## src/hw/rtl/bts_pkg.sv

```systemverilog
// Shared types and constants of the buzzer tone sequencer.
// No dependencies; imported by every module of the block.
package bts_pkg;

  // opcodes of an input item
  localparam logic [2:0] OP_TICK        = 3'd0;
  localparam logic [2:0] OP_INIT        = 3'd1;
  localparam logic [2:0] OP_SUCCESS     = 3'd2;
  localparam logic [2:0] OP_FAILURE     = 3'd3;
  localparam logic [2:0] OP_CONFIRM     = 3'd4;
  localparam logic [2:0] OP_INTERACTION = 3'd5;
  localparam logic [2:0] OP_STEALTH     = 3'd6;

  // sound phases as reported on the result
  localparam logic [2:0] PH_IDLE        = 3'd0;
  localparam logic [2:0] PH_BOOT        = 3'd1;
  localparam logic [2:0] PH_NOTE1       = 3'd2;
  localparam logic [2:0] PH_GAP         = 3'd3;
  localparam logic [2:0] PH_NOTE2       = 3'd4;
  localparam logic [2:0] PH_FAILURE     = 3'd5;
  localparam logic [2:0] PH_CONFIRM     = 3'd6;
  localparam logic [2:0] PH_INTERACTION = 3'd7;

  // configuration register indexes
  localparam logic [2:0] CFG_FREQ_BOOT        = 3'd0;
  localparam logic [2:0] CFG_FREQ_SUCCESS_LOW = 3'd1;
  localparam logic [2:0] CFG_FREQ_SUCCESS_HI  = 3'd2;
  localparam logic [2:0] CFG_FREQ_FAILURE     = 3'd3;
  localparam logic [2:0] CFG_FREQ_CONFIRM     = 3'd4;
  localparam logic [2:0] CFG_FREQ_INTERACTION = 3'd5;

  // note and gap lengths in ms
  localparam logic [15:0] BOOT_MS        = 16'd200;
  localparam logic [15:0] SHORT_NOTE_MS  = 16'd100;
  localparam logic [15:0] GAP_MS         = 16'd50;
  localparam logic [15:0] FAILURE_MS     = 16'd300;
  localparam logic [15:0] CONFIRM_MS     = 16'd150;
  localparam logic [15:0] INTERACTION_MS = 16'd50;

  // timing and tone limits
  localparam logic [9:0]  MS_TICKS  = 10'd1000;
  localparam logic [15:0] FREQ_MIN  = 16'd50;
  localparam logic [15:0] FREQ_MAX  = 16'd20000;

  // half-period divider: one microsecond count per hertz
  localparam int unsigned    QUO_W     = 20;
  localparam logic [QUO_W-1:0] DIVIDEND = 20'd1000000;
  localparam logic [4:0]     DIV_STEPS = 5'd20;

  typedef struct packed {
    logic [2:0] opcode;
    logic       stealth_enable;
  } bts_in_t;

  typedef struct packed {
    logic       pin_level;
    logic       tone_on;
    logic [2:0] sound_phase;
    logic       ready_res;
  } bts_out_t;

  // controller to datapath
  typedef struct packed {
    logic exec;      // input transfer: apply the item
    logic div_step;  // one divider iteration
    logic div_last;  // final iteration, load the half period
    logic out_load;  // capture the result
  } bts_cmd_t;

  // datapath to controller
  typedef struct packed {
    logic div_need;  // the item being applied starts a tone
  } bts_status_t;

endpackage

```

## src/hw/rtl/bts_ctrl.sv

```systemverilog
// Controller of the buzzer tone sequencer: item handshake, divider
// sequencing and result register valid. Depends on bts_pkg.
module bts_ctrl (
  input  logic                clk_i,
  input  logic                rst_ni,
  input  logic                in_valid_i,
  output logic                in_ready_o,
  output logic                out_valid_o,
  input  logic                out_ready_i,
  input  bts_pkg::bts_status_t status_i,
  output bts_pkg::bts_cmd_t    cmd_o
);
  import bts_pkg::*;

  localparam logic [1:0] S_IDLE = 2'd0;
  localparam logic [1:0] S_DIV  = 2'd1;
  localparam logic [1:0] S_OUT  = 2'd2;

  logic [1:0] state_q, state_d;
  logic [4:0] cnt_q, cnt_d;
  logic       out_valid_q, out_valid_d;

  assign in_ready_o  = (state_q == S_IDLE);
  assign out_valid_o = out_valid_q;

  // next state and commands
  always_comb begin
    state_d        = state_q;
    cnt_d          = cnt_q;
    cmd_o          = '0;
    cmd_o.exec     = in_valid_i && (state_q == S_IDLE);
    unique case (state_q)
      S_IDLE: begin
        if (cmd_o.exec) begin
          cnt_d   = '0;
          state_d = status_i.div_need ? S_DIV : S_OUT;
        end
      end
      S_DIV: begin
        cmd_o.div_step = 1'b1;
        cmd_o.div_last = (cnt_q == DIV_STEPS - 5'd1);
        if (cmd_o.div_last) begin
          state_d = S_OUT;
        end else begin
          cnt_d = cnt_q + 5'd1;
        end
      end
      S_OUT: begin
        cmd_o.out_load = !out_valid_q || out_ready_i;
        if (cmd_o.out_load) begin
          state_d = S_IDLE;
        end
      end
      default: begin
        state_d = S_IDLE;
      end
    endcase
  end

  // result register valid
  always_comb begin
    if (cmd_o.out_load) begin
      out_valid_d = 1'b1;
    end else if (out_ready_i) begin
      out_valid_d = 1'b0;
    end else begin
      out_valid_d = out_valid_q;
    end
  end

  always_ff @(posedge clk_i or negedge rst_ni) begin
    if (!rst_ni) begin
      state_q     <= S_IDLE;
      cnt_q       <= '0;
      out_valid_q <= 1'b0;
    end else begin
      state_q     <= state_d;
      cnt_q       <= cnt_d;
      out_valid_q <= out_valid_d;
    end
  end

endmodule

```

## src/hw/rtl/bts_datapath.sv

```systemverilog
// Datapath of the buzzer tone sequencer: note frequencies, sound state,
// half-period divider and result register. Depends on bts_pkg.
module bts_datapath (
  input  logic                 clk_i,
  input  logic                 rst_ni,
  input  bts_pkg::bts_cmd_t    cmd_i,
  input  bts_pkg::bts_in_t     in_data_i,
  input  logic                 cfg_we_i,
  input  logic [2:0]           cfg_index_i,
  input  logic [15:0]          cfg_data_i,
  output bts_pkg::bts_status_t status_o,
  output bts_pkg::bts_out_t    out_data_o
);
  import bts_pkg::*;

  // note frequencies
  logic [15:0] f_boot_q, f_slow_q, f_shigh_q, f_fail_q, f_conf_q, f_inter_q;

  // sound state
  logic [2:0]  phase_q, phase_d;
  logic        init_q, init_d;
  logic        stealth_q, stealth_d;
  logic        tone_q, tone_d;
  logic        pin_q, pin_d;
  logic [13:0] half_q, half_d;
  logic [13:0] tc_q, tc_d;
  logic [9:0]  sub_q, sub_d;
  logic [15:0] el_q, el_d;

  // divider
  logic [15:0]      den_q, den_d;
  logic [15:0]      rem_q;
  logic [QUO_W-1:0] quo_q;
  logic [16:0]      rem_sh;
  logic             quo_bit;
  logic [15:0]      rem_nx;
  logic [QUO_W-1:0] quo_nx;

  logic [13:0] tc_inc;
  logic [9:0]  sub_inc;
  logic        start_en;
  logic [15:0] start_freq;
  logic        stop_en;
  logic        restart_en;

  bts_out_t out_q;

  assign tc_inc  = tc_q + 14'd1;
  assign sub_inc = sub_q + 10'd1;

  // configuration writes
  always_ff @(posedge clk_i or negedge rst_ni) begin
    if (!rst_ni) begin
      f_boot_q  <= 16'd1000;
      f_slow_q  <= 16'd1500;
      f_shigh_q <= 16'd2000;
      f_fail_q  <= 16'd400;
      f_conf_q  <= 16'd1800;
      f_inter_q <= 16'd2500;
    end else if (cfg_we_i) begin
      unique case (cfg_index_i)
        CFG_FREQ_BOOT:        f_boot_q  <= cfg_data_i;
        CFG_FREQ_SUCCESS_LOW: f_slow_q  <= cfg_data_i;
        CFG_FREQ_SUCCESS_HI:  f_shigh_q <= cfg_data_i;
        CFG_FREQ_FAILURE:     f_fail_q  <= cfg_data_i;
        CFG_FREQ_CONFIRM:     f_conf_q  <= cfg_data_i;
        CFG_FREQ_INTERACTION: f_inter_q <= cfg_data_i;
        default: ;
      endcase
    end
  end

  // item decode: which actions this item takes
  always_comb begin
    phase_d    = phase_q;
    init_d     = init_q;
    stealth_d  = stealth_q;
    pin_d      = pin_q;
    tc_d       = tc_q;
    sub_d      = sub_q;
    el_d       = el_q;
    start_en   = 1'b0;
    start_freq = f_boot_q;
    stop_en    = 1'b0;
    restart_en = 1'b0;
    if (cmd_i.exec) begin
      unique case (in_data_i.opcode) inside
        OP_TICK: begin
          if (init_q && !stealth_q) begin
            // square wave
            if (tone_q) begin
              if (tc_inc >= half_q) begin
                pin_d = ~pin_q;
                tc_d  = '0;
              end else begin
                tc_d = tc_inc;
              end
            end
            // millisecond count, saturating
            if (sub_inc >= MS_TICKS) begin
              sub_d = '0;
              if (el_q != 16'hFFFF) begin
                el_d = el_q + 16'd1;
              end
            end else begin
              sub_d = sub_inc;
            end
            // phase end on elapsed time
            case (phase_q)
              PH_BOOT: begin
                if (el_d >= BOOT_MS) begin
                  stop_en = 1'b1;
                  phase_d = PH_IDLE;
                end
              end
              PH_NOTE1: begin
                if (el_d >= SHORT_NOTE_MS) begin
                  stop_en    = 1'b1;
                  phase_d    = PH_GAP;
                  restart_en = 1'b1;
                end
              end
              PH_GAP: begin
                if (el_d >= GAP_MS) begin
                  start_en   = 1'b1;
                  start_freq = f_shigh_q;
                  phase_d    = PH_NOTE2;
                  restart_en = 1'b1;
                end
              end
              PH_NOTE2: begin
                if (el_d >= SHORT_NOTE_MS) begin
                  stop_en = 1'b1;
                  phase_d = PH_IDLE;
                end
              end
              PH_FAILURE: begin
                if (el_d >= FAILURE_MS) begin
                  stop_en = 1'b1;
                  phase_d = PH_IDLE;
                end
              end
              PH_CONFIRM: begin
                if (el_d >= CONFIRM_MS) begin
                  stop_en = 1'b1;
                  phase_d = PH_IDLE;
                end
              end
              PH_INTERACTION: begin
                if (el_d >= INTERACTION_MS) begin
                  stop_en = 1'b1;
                  phase_d = PH_IDLE;
                end
              end
              default: ;
            endcase
          end
        end
        OP_INIT: begin
          pin_d  = 1'b0;
          init_d = 1'b1;
          if (!stealth_q) begin
            phase_d    = PH_BOOT;
            restart_en = 1'b1;
            start_en   = 1'b1;
            start_freq = f_boot_q;
          end
        end
        OP_SUCCESS, OP_FAILURE, OP_CONFIRM, OP_INTERACTION: begin
          if (init_q && !stealth_q && (phase_q == PH_IDLE)) begin
            restart_en = 1'b1;
            start_en   = 1'b1;
            case (in_data_i.opcode)
              OP_SUCCESS: begin
                phase_d    = PH_NOTE1;
                start_freq = f_slow_q;
              end
              OP_FAILURE: begin
                phase_d    = PH_FAILURE;
                start_freq = f_fail_q;
              end
              OP_CONFIRM: begin
                phase_d    = PH_CONFIRM;
                start_freq = f_conf_q;
              end
              default: begin
                phase_d    = PH_INTERACTION;
                start_freq = f_inter_q;
              end
            endcase
          end
        end
        OP_STEALTH: begin
          stealth_d = in_data_i.stealth_enable;
          if (in_data_i.stealth_enable && (phase_q != PH_IDLE)) begin
            stop_en = init_q;
            phase_d = PH_IDLE;
          end
        end
        default: ;
      endcase
    end
  end

  // tone start and tone stop; an in-range start requests the divider
  always_comb begin
    tone_d            = tone_q;
    den_d             = den_q;
    status_o.div_need = 1'b0;
    if (stop_en) begin
      tone_d = 1'b0;
    end
    if (start_en && (start_freq >= FREQ_MIN) && (start_freq <= FREQ_MAX)) begin
      tone_d            = 1'b1;
      den_d             = start_freq;
      status_o.div_need = 1'b1;
    end
  end

  // restoring divider iteration
  always_comb begin
    rem_sh  = {rem_q, quo_q[QUO_W-1]};
    quo_bit = (rem_sh >= {1'b0, den_q});
    rem_nx  = quo_bit ? 16'(rem_sh - {1'b0, den_q}) : rem_sh[15:0];
    quo_nx  = {quo_q[QUO_W-2:0], quo_bit};
    half_d  = half_q;
    if (cmd_i.div_step && cmd_i.div_last) begin
      half_d = quo_nx[14:1];
    end
  end

  always_ff @(posedge clk_i) begin
    den_q <= den_d;
    if (status_o.div_need) begin
      rem_q <= '0;
      quo_q <= DIVIDEND;
    end else if (cmd_i.div_step) begin
      rem_q <= rem_nx;
      quo_q <= quo_nx;
    end
  end

  // sound state registers
  always_ff @(posedge clk_i or negedge rst_ni) begin
    if (!rst_ni) begin
      phase_q   <= PH_IDLE;
      init_q    <= 1'b0;
      stealth_q <= 1'b0;
      tone_q    <= 1'b0;
      pin_q     <= 1'b0;
      half_q    <= '0;
      tc_q      <= '0;
      sub_q     <= '0;
      el_q      <= '0;
    end else begin
      phase_q   <= phase_d;
      init_q    <= init_d;
      stealth_q <= stealth_d;
      tone_q    <= tone_d;
      pin_q     <= stop_en ? 1'b0 : pin_d;
      half_q    <= half_d;
      tc_q      <= status_o.div_need ? 14'd0 : tc_d;
      sub_q     <= restart_en ? 10'd0 : sub_d;
      el_q      <= restart_en ? 16'd0 : el_d;
    end
  end

  // result register
  always_ff @(posedge clk_i) begin
    if (cmd_i.out_load) begin
      out_q.pin_level   <= pin_q;
      out_q.tone_on     <= tone_q;
      out_q.sound_phase <= phase_q;
      out_q.ready_res   <= init_q;
    end
  end

  assign out_data_o = out_q;

endmodule

```

## src/hw/rtl/buzzer_tone_sequencer_top.sv

```systemverilog
// Top level of the buzzer tone sequencer: controller plus datapath.
// Depends on bts_pkg, bts_ctrl and bts_datapath.

// Each transfer on the input channel (a microsecond tick, init, a sound
// request or a stealth setting) yields exactly one result, the pin level,
// tone flag, sound phase and ready flag after that item. An item that does
// not start a tone goes from the transfer to the result load and then frees
// the input; one that starts a tone with a frequency in 50..20000 Hz first
// runs the 20-step restoring divider that derives the half period. Items
// are handled one at a time; the result register holds a result while the
// next item is taken. Configuration writes are always ready and are meant to
// come while the block is idle.
module buzzer_tone_sequencer_top (
  input  logic              clk_i,
  input  logic              rst_ni,
  input  logic              in_valid_i,
  output logic              in_ready_o,
  input  bts_pkg::bts_in_t  in_data_i,
  output logic              out_valid_o,
  input  logic              out_ready_i,
  output bts_pkg::bts_out_t out_data_o,
  input  logic              cfg_valid_i,
  output logic              cfg_ready_o,
  input  logic [2:0]        cfg_index_i,
  input  logic [15:0]       cfg_data_i
);
  import bts_pkg::*;

  bts_cmd_t    cmd;
  bts_status_t status;

  assign cfg_ready_o = 1'b1;

  bts_ctrl u_ctrl (
    .clk_i       (clk_i),
    .rst_ni      (rst_ni),
    .in_valid_i  (in_valid_i),
    .in_ready_o  (in_ready_o),
    .out_valid_o (out_valid_o),
    .out_ready_i (out_ready_i),
    .status_i    (status),
    .cmd_o       (cmd)
  );

  bts_datapath u_datapath (
    .clk_i       (clk_i),
    .rst_ni      (rst_ni),
    .cmd_i       (cmd),
    .in_data_i   (in_data_i),
    .cfg_we_i    (cfg_valid_i && cfg_ready_o),
    .cfg_index_i (cfg_index_i),
    .cfg_data_i  (cfg_data_i),
    .status_o    (status),
    .out_data_o  (out_data_o)
  );

  // one item at a time: a transfer closes the input
  a_one_item: assert property (@(posedge clk_i) disable iff (!rst_ni)
    (in_valid_i && in_ready_o) |=> !in_ready_o)
    else $error("input accepted while an item is in progress");

  // no input while the divider runs
  a_div_busy: assert property (@(posedge clk_i) disable iff (!rst_ni)
    cmd.div_step |-> !in_ready_o)
    else $error("input ready during divider iterations");

  // before init there is no sound
  a_uninit_idle: assert property (@(posedge clk_i) disable iff (!rst_ni)
    (out_valid_o && !out_data_o.ready_res) |->
      (out_data_o.sound_phase == PH_IDLE) && !out_data_o.tone_on)
    else $error("sound reported before init");

  // a result load only happens with no pending result or a taker
  a_out_load: assert property (@(posedge clk_i) disable iff (!rst_ni)
    cmd.out_load |-> (!out_valid_o || out_ready_i))
    else $error("result overwritten before transfer");

endmodule

```

## config.mk

```make
export PLATFORM = sky130hd
export DESIGN_NAME = buzzer_tone_sequencer_top
export DESIGN_NICKNAME = d
export VERILOG_FILES = /design/src/hw/rtl/bts_pkg.sv /design/src/hw/rtl/bts_ctrl.sv /design/src/hw/rtl/bts_datapath.sv /design/src/hw/rtl/buzzer_tone_sequencer_top.sv
export SDC_FILE = /design/constraint.sdc
export NUM_CORES = 1
export LEC_CHECK = 0
export ABC_CLOCK_PERIOD_IN_PS = 5450
export BUFFER_PORTS_ARGS = -buffer_cell sky130_fd_sc_hd__buf_2
export CELL_PAD_IN_SITES_DETAIL_PLACEMENT = 1
export CELL_PAD_IN_SITES_GLOBAL_PLACEMENT = 1
export CORE_AREA = 5 5 253 181
export CTS_BUF_LIST = sky130_fd_sc_hd__clkbuf_8 sky130_fd_sc_hd__clkbuf_16
export DETAILED_ROUTE_END_ITERATION = 10
export DIE_AREA = 0 0 258 186
export HOLD_SLACK_MARGIN = 0.08
export PLACE_DENSITY = 0.51
export SLEW_MARGIN = 10
export SYNTH_ARGS = -nofsm -noshare
export SYNTH_HDL_FRONTEND = slang
export SYNTH_SLANG_ARGS = --single-unit
```

## constraint.sdc

```tcl
create_clock -name clk_i -period 5.45 [get_ports clk_i]
set_clock_uncertainty 0.15 [all_clocks]
set_input_delay 1.635 -clock clk_i [delete_from_list [all_inputs] [get_ports clk_i]]
set_output_delay 1.635 -clock clk_i [all_outputs]
set_load 0.01 [all_outputs]
```

======== After elaboration in Yosys (flattened, before gate mapping) ========
Index checks and enable logic that the tools add are counted.
operators by class
  add/sub/neg operators ................... 5
  magnitude comparators ................... 10
  eq/ne operators ......................... 41
  multiplexer cells ....................... 83
  bitwise logic cells ..................... 1
  reduce and logical (&&, ||, !) cells .... 44
operators by type and width
  kind                                                                     number
  16-bit 2-to-1 mux                                                        15
  14-bit 2-to-1 mux                                                        6
  10-bit 2-to-1 mux                                                        5
  16-bit one-hot mux with 3 select lines                                   1
  3-bit 2-to-1 mux                                                         11
  16-bit by 6-bit >= comparator with 1-bit output, second input constant   2
  16-bit by 8-bit >= comparator with 1-bit output, second input constant   2
  16-bit one-hot mux with 2 select lines                                   1
  3-bit == test, second input constant                                     9
  3-bit inequality test, second input constant                             9
  1-bit 2-to-1 mux                                                         26
  2-bit nonzero test                                                       11
  3-bit one-hot mux with 7 select lines                                    1
  3-bit by 2-bit == test with 1-bit output, second input constant          6
  17-bit by 16-bit >= comparator with 1-bit output                         1
  16-bit by 1-bit adder with 16-bit output, second input constant          1
  16-bit by 7-bit >= comparator with 1-bit output, second input constant   1
  16-bit by 9-bit >= comparator with 1-bit output, second input constant   1
  16-bit by 15-bit <= comparator with 1-bit output, second input constant  1
  16-bit inequality test, second input constant                            1
  2-bit AND reduction                                                      8
  16-bit subtractor                                                        1
  14-bit by 1-bit adder with 14-bit output, second input constant          1
  14-bit >= comparator                                                     1
  other kinds (34)                                                         62
word-level totals
  register bits after elaboration ......... 223
  input port bits ......................... 28
  output and inout bits ................... 9
  word-level logic and storage cells ...... 209

======== Longest topological paths before layout ========
Gate-level depths: netlist of the first run.
  word-level depth ........................ 19
  gate-level depth with buffers ........... 20
  depth with buffers taken out ............ 17

======== Hierarchy ========
A second synthesis of the first run with hierarchy kept.
second synthesis, totals
  cells, all modules ...................... 1291
  area, all modules ....................... 12618.4 µm²
modules (own cells, without submodules)
  module                     instances  cells an instance  area each (µm²)  sequential area each (µm²)
  bts_datapath               1          1244               12145.4          5348.9
  bts_ctrl                   1          45                 461.7            200.2
  buzzer_tone_sequencer_top  1          2                  11.3             0.0

======== Worst setup path before layout of the first run ========
Ideal clock, no wire load.
  path kind ............................... in2reg
  start point ............................. input port in_data_i[1] (netlist bit)
  end point ............................... register u_datapath.den_q[0] (enable)
  setup time .............................. 364 ps
  arrival time ............................ 4691 ps
  data required time ...................... 4936 ps
  setup slack ............................. 246 ps
  stages .................................. 14
  buffers on the path ..................... 3
  path through ............................ clkbuf_1 -> or3_1 -> clkbuf_1 -> a21oi_1 -> o21ai_0 -> nor2_1 -> o21ai_1 -> a311o_1 -> or4_1 -> nand3b_1 -> o22ai_2 -> a21oi_4 -> buf_4 -> inv_1
between the ends
  cells in the longest elaborated chain, start to end .. 8
  elaborated cells on any way between the ends .. 17
  those cells by class .................... order compare: 2; eq/ne: 5; mux: 6; reduce/logical: 4
RTL lines
  what                                                                              RTL line                         RTL
  start: declaration                                                                buzzer_tone_sequencer_top.sv:18  input bts_pkg::bts_in_t in_data_i,
  3-bit == test / 3-bit by 2-bit == test with 1-bit output (equally long branches)  bts_datapath.sv:173              case (in_data_i.opcode)
  16-bit one-hot mux with 3 select lines                                            bts_datapath.sv:173
  16-bit 2-to-1 mux                                                                 bts_datapath.sv:170              if (init_q && !stealth_q && (phase_q == PH_IDLE)) begin
  16-bit one-hot mux with 2 select lines (*)                                        bts_datapath.sv:87               unique case (in_data_i.opcode) inside
  16-bit 2-to-1 mux (*)                                                             bts_datapath.sv:86               if (cmd_i.exec) begin
  via u_datapath.start_freq[2]                                                      bts_datapath.sv:42               logic [15:0] start_freq;
  16-bit by 6-bit >= comparator with 1-bit output                                   bts_datapath.sv:213              if (start_en && (start_freq >= FREQ_MIN) && (start_freq <= FREQ_MAX)) begin
  1-bit logical AND                                                                 bts_datapath.sv:213
  1-bit logical AND (*)                                                             bts_datapath.sv:213
  end signal: assignment                                                            bts_datapath.sv:233              den_q <= den_d;
  end: declaration                                                                  bts_datapath.sv:31               logic [15:0] den_q, den_d;
The timed path passes the listed nets; every way through them passes the cells marked *.
A chain may end at the register's enable or synchronous reset.

======== Worst setup path after layout of the first run ========
  start point ............................. register u_datapath.sub_q[0]
  end point ............................... register u_datapath.den_q[7] (enable)
between the ends
  cells in the longest elaborated chain, start to end .. 15
  elaborated cells on any way between the ends .. 21
  those cells by class .................... add/sub: 1; order compare: 4; mux: 14; reduce/logical: 2
RTL lines
  what                                                 RTL line             RTL
  start: declaration                                   bts_datapath.sv:27   logic [9:0] sub_q, sub_d;
  start signal: assignment                             bts_datapath.sv:263  sub_q <= restart_en ? 10'd0 : sub_d;
  10-bit by 1-bit adder with 10-bit output (*)         bts_datapath.sv:49   assign sub_inc = sub_q + 10'd1;
  10-bit >= comparator (*)                             bts_datapath.sv:100  if (sub_inc >= MS_TICKS) begin
  16-bit 2-to-1 mux (*)                                bts_datapath.sv:100
  16-bit 2-to-1 mux (*)                                bts_datapath.sv:89   if (init_q && !stealth_q) begin
  16-bit 2-to-1 mux (*)                                bts_datapath.sv:87
  16-bit 2-to-1 mux (*)                                bts_datapath.sv:86
  16-bit by 6-bit >= comparator with 1-bit output (*)  bts_datapath.sv:124  if (el_d >= GAP_MS) begin
  16-bit 2-to-1 mux (*)                                bts_datapath.sv:124
  16-bit 2-to-1 mux (*)                                bts_datapath.sv:109  case (phase_q)
  16-bit 2-to-1 mux (*)                                bts_datapath.sv:89
  16-bit one-hot mux with 2 select lines (*)           bts_datapath.sv:87
  16-bit 2-to-1 mux (*)                                bts_datapath.sv:86
  via u_datapath.start_freq[2]                         bts_datapath.sv:42
  16-bit by 6-bit >= comparator with 1-bit output      bts_datapath.sv:213
  1-bit logical AND                                    bts_datapath.sv:213
  1-bit logical AND (*)                                bts_datapath.sv:213
The timed path passes the listed nets; every way through them passes the cells marked *. The select of a mux whose other input is x is not followed.

==> impl_summary.txt, run 1 <==
----------------------------------------------------
[Floorplanning]
  Vertical die dimension ... 186 microns
  Area enclosed by the die boundary ... 48,000 sq um
  Floorplan Core Area ... between 40,000 and 50,000 sq um
  Die outline width ... roughly 260 microns
  Boundary Pins ... 37
  Starting Density ... about 30%
  Std cell rows ... 64

[Cells and area]
  Layout cells sized above 1 ... a little over a fifth
  Post-route insts no fill ... 1,971
  Most common cell after layout, fill and taps aside ... nand2_1
  Number of nets at the end of the flow ... 1,453
  Number of fill cells in the layout ... around 4,900
  Area added between synthesis and finish ... 15.3%
  Top library cells by usage in the layout, fill and taps aside ... nand2_1 (165), dfrtp_1 (134), nor2_1 (118), mux2_2 (109), o21ai_0 (87)
  Antenna Cells ... 0

[Synth]
  Dominant register cell in the synthesized netlist ... dfrtp_1
  Warnings from Yosys ... 0
  Average size of a mapped cell ... 9.47 sq um
  Yosys cell types ... just over 80
  Post-synth EDFFs ... 22
  Net count of the mapped netlist ... about 1,400
  Synthesized area ... about 13,000 sq um
  Async set-or-reset flop fraction in the synthesized netlist ... between 70% and 80%
  Gate Count Post-Synth ... 1,347
  Seq/Total Area, Yosys ... 43.5%
  Flop and latch count out of synthesis ... ~220

[STA]
  Achievable Freq ... 195 MHz
  Final clock period utilization by the worst path ... a little over nine tenths
  Max-slew violation total from the final report ... 0
  Clock period minus final worst setup slack ... 5.13 ns
  Unrepaired setup endpoints after global routing ... no
  Final hold viol count ... 0
  # setup viols final ... 0
  Worst slew margin ... 25.3%
  Worst Tran Pin Value ... 1.11 ns
  Final setup TNS ... 0 ns

[Run status]
  Status ... complete, no violations

[Worst setup path]
  Setup slack on the worst flop-to-flop path ... approximately 0.32 ns
  Kind of end point of the critical path ... flop
  Worst-path fanout max ... 16
  Class of the most critical setup path ... flop to flop
  Critical Path Start Type ... flop
  Cell family with most CP delay ... compound AO/OA/AOI/OAI gates
  Critical Path, Cell by Cell ... ha_2 > nand3_1 > o21a_1 > o221ai_2 > nor2_2 > buf_4 > a311o_1 > a211oi_1 > and2_4 > a211oi_1 > a311o_1 > or4_1 > nand3b_1 > o22ai_2 > a21oi_4 > inv_1 > buf_12
  Critical path required time ... around 5.6 ns
  Arr. time, crit path ... roughly 5.2 ns
  Library cell contributing the largest single delay on the critical path ... or4_1
  Worst stage delay on the critical path ... between 0.5 and 0.6 ns
  Combined buffer and inverter count along the critical path ... 3

[Placed design]
  # port buffers ... 35
  Number of instances in the placed design ... 1,921
  Placed wire-length estimate ... between 20,000 and 30,000 microns
  Routability-driven placement congestion ratio ... 0.802

[Global route]
  Maximum number of pins on one net before global-route repair ... about 70
  All-layer global routing usage ... around 16%
  Total grt overflow ... 0
  Wire length of the first global-routing pass ... 62,000 microns
  Initial antenna violation count ... 1
  Via count of the first global-routing pass ... between 10,000 and 15,000

[CTS]
  Clk root buf ... clkbuf_16
  Clk sinks ... 223
  Depth of the CTS H-tree ... 1
  Worst-case clock buffer depth ... 3
  Cts bufs inserted ... 27
  Source-to-sink clock delay at the later pin of the worst-skew pair ... about 0.57 ns
  Clock slew at reported path FFs ... approximately 0.06 ns
  TritonCTS clock tree ... yes

[Route]
  Initial drt markers ... 631
  # DRC ... 0
  Post-Route WL ... about 38,000 microns
  Routed via count divided by cell count ... 5.19
  Via count ... around 10,000
  Average wire per standard cell ... 19.1 microns
  DRT Pass-1 Iters ... 5
  ANT nets after route ... 0

[Flow run]
  Max cap viols ... 0

[Pwr]
  Pwr Density ... between 400 and 500 nW/um^2
  IR drop worst, VDD ... ~240 uV
  Leakage component of the power ... around 0.0062 uW

[Worst hold path]
  Path type of the worst min-delay path ... flop to flop

----------------------------------------------------
cell type report:
type                    count  area (sq um)  share of cell area, %
inverters                  53           199                   1.35
repair buffers             85           594                   4.04
well taps                 561           702                   4.77
clock inverters            15           129                  0.876
clock buffers              35           797                   5.42
flip-flops and latches    223          5550                   37.7
multi-input cells         999          6740                   45.8
repair_timing:
action / CTS / global route
setup buffers: 0 / 0
gates resized for setup: 0 / 3
hold buffers: 0 / 0
endpoints found under the setup margin: 0 / 69
power breakdown:
group          total (uW)  switching, uW  leakage (uW)  internal, uW
Combinational        1830           1050       0.00319           784
Clock                1860            741      0.000472          1120
Sequential           2420            317       0.00254          2100
Total                6110           2110       0.00621          4000
cells by family after synthesis:
| kind of cell | after synthesis | share of synthesized area, % |
|---|---|---|
| xor+xnor | 42 | 2.88 |
| simple gates | 464 | 17.0 |
| compound gates | 320 | 17.1 |
| buf+inv | 125 | 4.14 |
| flops | 223 | 43.5 |
| mux | 135 | 11.7 |
| other cells | 1 | 0.0294 |
| fa+ha+maj | 37 | 3.67 |
Yosys cell counts (5+ instances only):
library cell  number  area share, %
a211oi_1          18            1.1
edfxtp_1          22            5.2
buf_6              5           0.44
nor2_1           119            3.5
a21boi_1          16           0.94
o31ai_1            9           0.53
o311ai_0           8           0.55
clkbuf_1          56            1.6
inv_1             53            1.6
mux2_2           109            9.6
a21boi_0           7           0.41
mux2i_1           26            2.0
buf_2              5           0.20
xnor2_1           14           0.96
nand4_1           16           0.78
o21a_1             5           0.29
nand2_1          165            4.9
nand4b_1           5           0.34
nand2b_1          15           0.74
a21o_1            16           0.94
o21ai_0           87            3.4
xor2_1            28            1.9
and2_1            10           0.49
dfrtp_1          134             26
dfxtp_1           36            5.6
a22o_1            12           0.82
nor3_1            30            1.2
o211a_1           13            1.0
o211ai_1          12           0.71
dfstp_2           31            6.4
nor4_1             8           0.39
and3_1            17           0.83
or4_1              5           0.29
nand3_1           38            1.5
a21oi_1           59            2.3
nor3b_1            6           0.35
nor2b_1            7           0.34
or3_1             10           0.49
ha_1              35            3.4
o221ai_1           6           0.41
state kept, by name, indices dropped and copies added (netlist names), 2 cells and up:
name / flops
u_datapath.quo_q: 20
u_datapath.den_q: 16
u_datapath.el_q: 16
u_datapath.f_boot_q: 16
u_datapath.f_conf_q: 16
u_datapath.f_fail_q: 16
u_datapath.f_inter_q: 16
u_datapath.f_shigh_q: 16
u_datapath.f_slow_q: 16
u_datapath.rem_q: 16
u_datapath.half_q: 14
u_datapath.tc_q: 14
u_datapath.sub_q: 10
u_datapath.out_data_o: 6
u_ctrl.cnt_q: 5
u_datapath.phase_q: 3
u_ctrl.state_q: 2
tightest hold or removal path: stages, from the launching register on:
cell and delay (ns):
dfxtp_1 0.32, nand2_1 0.05, nand3_1 0.07
per-stage QoR:
| step | setup WS [ns] | util (%) | instance area, sq um | power (uW) | hold slack (ns) |
|---|---|---|---|---|---|
| final | 0.322 | 34.1 | 14700 | 6110 | 0.317 |
| after global routing | 0.0267 | 34.1 | 14700 | 6560 | 0.340 |
| after CTS | 0.189 | 34.1 | 14700 | 6220 | 0.325 |
| after detailed placement | 0.244 | 31.9 | 13800 | 4300 | 0.310 |
| after global placement | 0.354 | 31.9 | 13800 | 4260 | 0.294 |
| after floorplan | 0.246 | - | 12800 | 3670 | 0.273 |
metal layers:
metal | track usage (%) | share of wire, % | vias to the layer above
met5 | 0 | 0 | -
met4 | 2.60 | 1.5 | 0
met3 | 2.47 | 4.1 | 38
met2 | 22.2 | 40 | 160
met1 | 25.6 | 55 | 5108
li1 | - | - | 4929
path summary, 6_finish.rpt:
path	from	end	cells past startpoint
hold reg to reg	u_datapath.quo_q[17]$_SDFFE_PP1P_	u_datapath.quo_q[18]$_SDFFE_PP1P_	2
setup reg to reg	u_datapath.sub_q[0]$_DFFE_PN0P_	u_datapath.den_q[7]$_DFFE_PP_	17
hold / removal	u_datapath.quo_q[17]$_SDFFE_PP1P_	u_datapath.quo_q[18]$_SDFFE_PP1P_	2
min in group asynchronous	rst_ni	u_datapath.el_q[10]$_DFFE_PN0P_	1
setup / recovery	u_datapath.sub_q[0]$_DFFE_PN0P_	u_datapath.den_q[7]$_DFFE_PP_	17
max in group asynchronous	rst_ni	u_datapath.half_q[2]$_DFFE_PN0P_	2
(Power assumes the default switching activity.)
==> run 2, diff against run 1 <==
Settings changed: CTS_BUF_LIST sky130_fd_sc_hd__clkbuf_8 sky130_fd_sc_hd__clkbuf_16 to sky130_fd_sc_hd__clkbuf_4 sky130_fd_sc_hd__clkbuf_8.
==> run 2 against run 1 <==
Setup slack better by 0.00088 ns. Critical path depth unchanged. Largest power group unchanged. Via count up 0.75%.
==> impl_summary.txt, run 2 (synthesized netlist as in run 1, its figures left out) <==
----------------------------------------------------
[Run status]
  Status ... complete, no violations

[STA]
  Worst slew margin ... about a quarter
  Post-route worst setup slack ... approximately 0.32 ns
  Final setup TNS ... 0 ns
  Clock period minus final worst setup slack ... 5.13 ns
  Achievable Freq ... ~200 MHz
  Final hold viol count ... 0
  Max-slew violation total from the final report ... 0
  Unrepaired setup endpoints after global routing ... no
  Final clock period utilization by the worst path ... 94.1%
  Worst Tran Pin Value ... approximately 1.1 ns
  # setup viols final ... 0

[Pwr]
  Leakage component of the power ... 0.00622 uW
  IR drop worst, VDD ... 194 uV
  Pwr Density ... 409 nW/um^2

[Worst setup path]
  Worst-path fanout max ... 16
  Critical register-to-register path startpoint ... u_datapath.sub_q[0]$_DFFE_PN0P_
  Class of the most critical setup path ... flop to flop
  R2r worst-path depth ... 17
  Kind of end point of the critical path ... flop
  Arr. time, crit path ... around 5.2 ns
  Setup slack on the worst flop-to-flop path ... about 0.32 ns
  Worst flop-to-flop path endpoint ... u_datapath.den_q[15]$_DFFE_PP_
  Critical path required time ... between 5 and 6 ns
  Critical Path Start Type ... flop

[Floorplanning]
  Die outline width ... around 260 microns
  Starting Density ... just under 30%
  Floorplan Core Area ... between 40,000 and 50,000 sq um
  Vertical die dimension ... 186 microns
  Std cell rows ... between 60 and 70
  Area enclosed by the die boundary ... 48,000 sq um
  Boundary Pins ... 37

[Route]
  ANT nets after route ... 0
  # DRC ... 0
  Post-Route WL ... roughly 38,000 microns
  Initial drt markers ... roughly 590
  Via count ... 10,300
  Average wire per standard cell ... around 19 microns
  DRT Pass-1 Iters ... 5
  Routed via count divided by cell count ... around 5.2

[CTS]
  TritonCTS clock tree ... yes
  Worst-case clock buffer depth ... 3
  Source-to-sink clock delay at the later pin of the worst-skew pair ... approximately 0.59 ns
  Clk sinks ... between 200 and 250
  Number of hold buffers added after CTS ... 0
  Depth of the CTS H-tree ... 2
  Cts bufs inserted ... about 40
  Clock slew at reported path FFs ... around 0.060 ns
  Clk root buf ... clkbuf_8

[Placed design]
  Routability-driven placement congestion ratio ... approximately 0.80
  # port buffers ... 35
  Placed wire-length estimate ... ~28,000 microns
  Worst slack, placed ... around 0.24 ns

[Global route]
  Total grt overflow ... 0
  Initial antenna violation count ... 1
  All-layer global routing usage ... between 10% and 20%
  Via count of the first global-routing pass ... between 10,000 and 15,000
  Maximum number of pins on one net before global-route repair ... 68
  Wire length of the first global-routing pass ... roughly 62,000 microns

[Cells and area]
  Area added between synthesis and finish ... 15.0%
  Antenna Cells ... 0
  Top library cells by usage in the layout, fill and taps aside ... nand2_1 (165), dfrtp_1 (134), nor2_1 (118), mux2_2 (109), o21ai_0 (87)
  Number of nets at the end of the flow ... 1,467
  Max FFs per register ... 20
  Layout cells sized above 1 ... roughly 23%
  Most flop-heavy register ... u_datapath.quo_q
  Most common cell after layout, fill and taps aside ... nand2_1

[Worst hold path]
  Launch point of the worst hold path ... u_datapath.quo_q[17]$_SDFFE_PP1P_
  End of the worst hold path ... u_datapath.quo_q[18]$_SDFFE_PP1P_
  Path type of the worst min-delay path ... flop to flop
  Cell depth of the worst min-delay path ... 2

[Flow run]
  Max cap viols ... 0

----------------------------------------------------
[run 2: stage by stage]
stage / instance area (sq um) / total power, uW / cells / hold WS [ns] / utilization [%]
4_1_cts: 14700 / 6120 / 1997 / 0.323 / 34.0
6_report: 14700 / 6010 / 1997 / 0.318 / 34.0
5_1_grt: 14700 / 6470 / 1997 / 0.340 / 34.0
3_5_place_dp: 13800 / 4300 / 1921 / 0.310 / 31.9
3_3_place_gp: 13800 / 4260 / 1921 / 0.294 / 31.9
2_1_floorplan: 12800 / 3670 / 1347 / 0.273 / -
[run 2: final cells by class]
type	instances	area (sq um)
Fill cell	4940	28500
Multi-Input combinational cell	999	6740
Sequential cell	223	5550
Clock buffer	67	810
Tap cell	561	702
Timing Repair Buffer	85	594
Inverter	53	199
Clock inverter	9	88.8
[run 2: how the worst max path moves through the flow]
stage | startpoint | endpoint | slack (ns)
6_report | u_datapath.sub_q[0]$_DFFE_PN0P_ | u_datapath.den_q[15]$_DFFE_PP_ | 0.32
5_1_grt | u_datapath.sub_q[0]$_DFFE_PN0P_ | u_datapath.den_q[8]$_DFFE_PP_ | 0.04
4_1_cts | u_datapath.sub_q[0]$_DFFE_PN0P_ | u_datapath.den_q[2]$_DFFE_PP_ | 0.20
3_5_place_dp | u_datapath.sub_q[0]$_DFFE_PN0P_ | u_datapath.den_q[7]$_DFFE_PP_ | 0.24
3_3_place_gp | in_data_i[1] | u_datapath.den_q[7]$_DFFE_PP_ | 0.35
2_1_floorplan | in_data_i[1] | u_datapath.den_q[0]$_DFFE_PP_ | 0.25
[run 2: repair_timing]
action,in CTS,in global routing
resized for setup,0,3
buffers inserted,0,0
endpoints found under the setup margin,0,69
[run 2: routing by layer]
layer  share of wire (%)  global-route usage (%)  wire length (microns)  vias to the layer above
met3                 4.3                    3.00                   1630                       55
met1                  55                    25.4                  20800                     5131
met5                   0                       0                      0                        -
li1                    -                       -                      -                     4964
met4                 1.7                    3.29                    655                        0
met2                  39                    22.2                  14900                      162
[run 2: power breakdown]
group	total (uW)	switching [uW]	leakage, uW	internal (uW)
registers	2420	318	0.00254	2100
logic	1830	1050	0.00319	783
clock network	1750	757	0.000487	997
[run 2: worst max-delay path, cell delays in order (launching register included)]
cell	delay [ns]
dfrtp_1	0.46
ha_2	0.31
nand3_1	0.18
o21a_1	0.23
o221ai_2	0.30
nor2_2	0.19
buf_4	0.21
a311o_1	0.28
a211oi_1	0.33
and2_4	0.33
a211oi_1	0.10
a311o_1	0.37
or4_1	0.58
nand3b_1	0.20
o22ai_2	0.21
a21oi_4	0.12
inv_1	0.12
buf_12	0.15
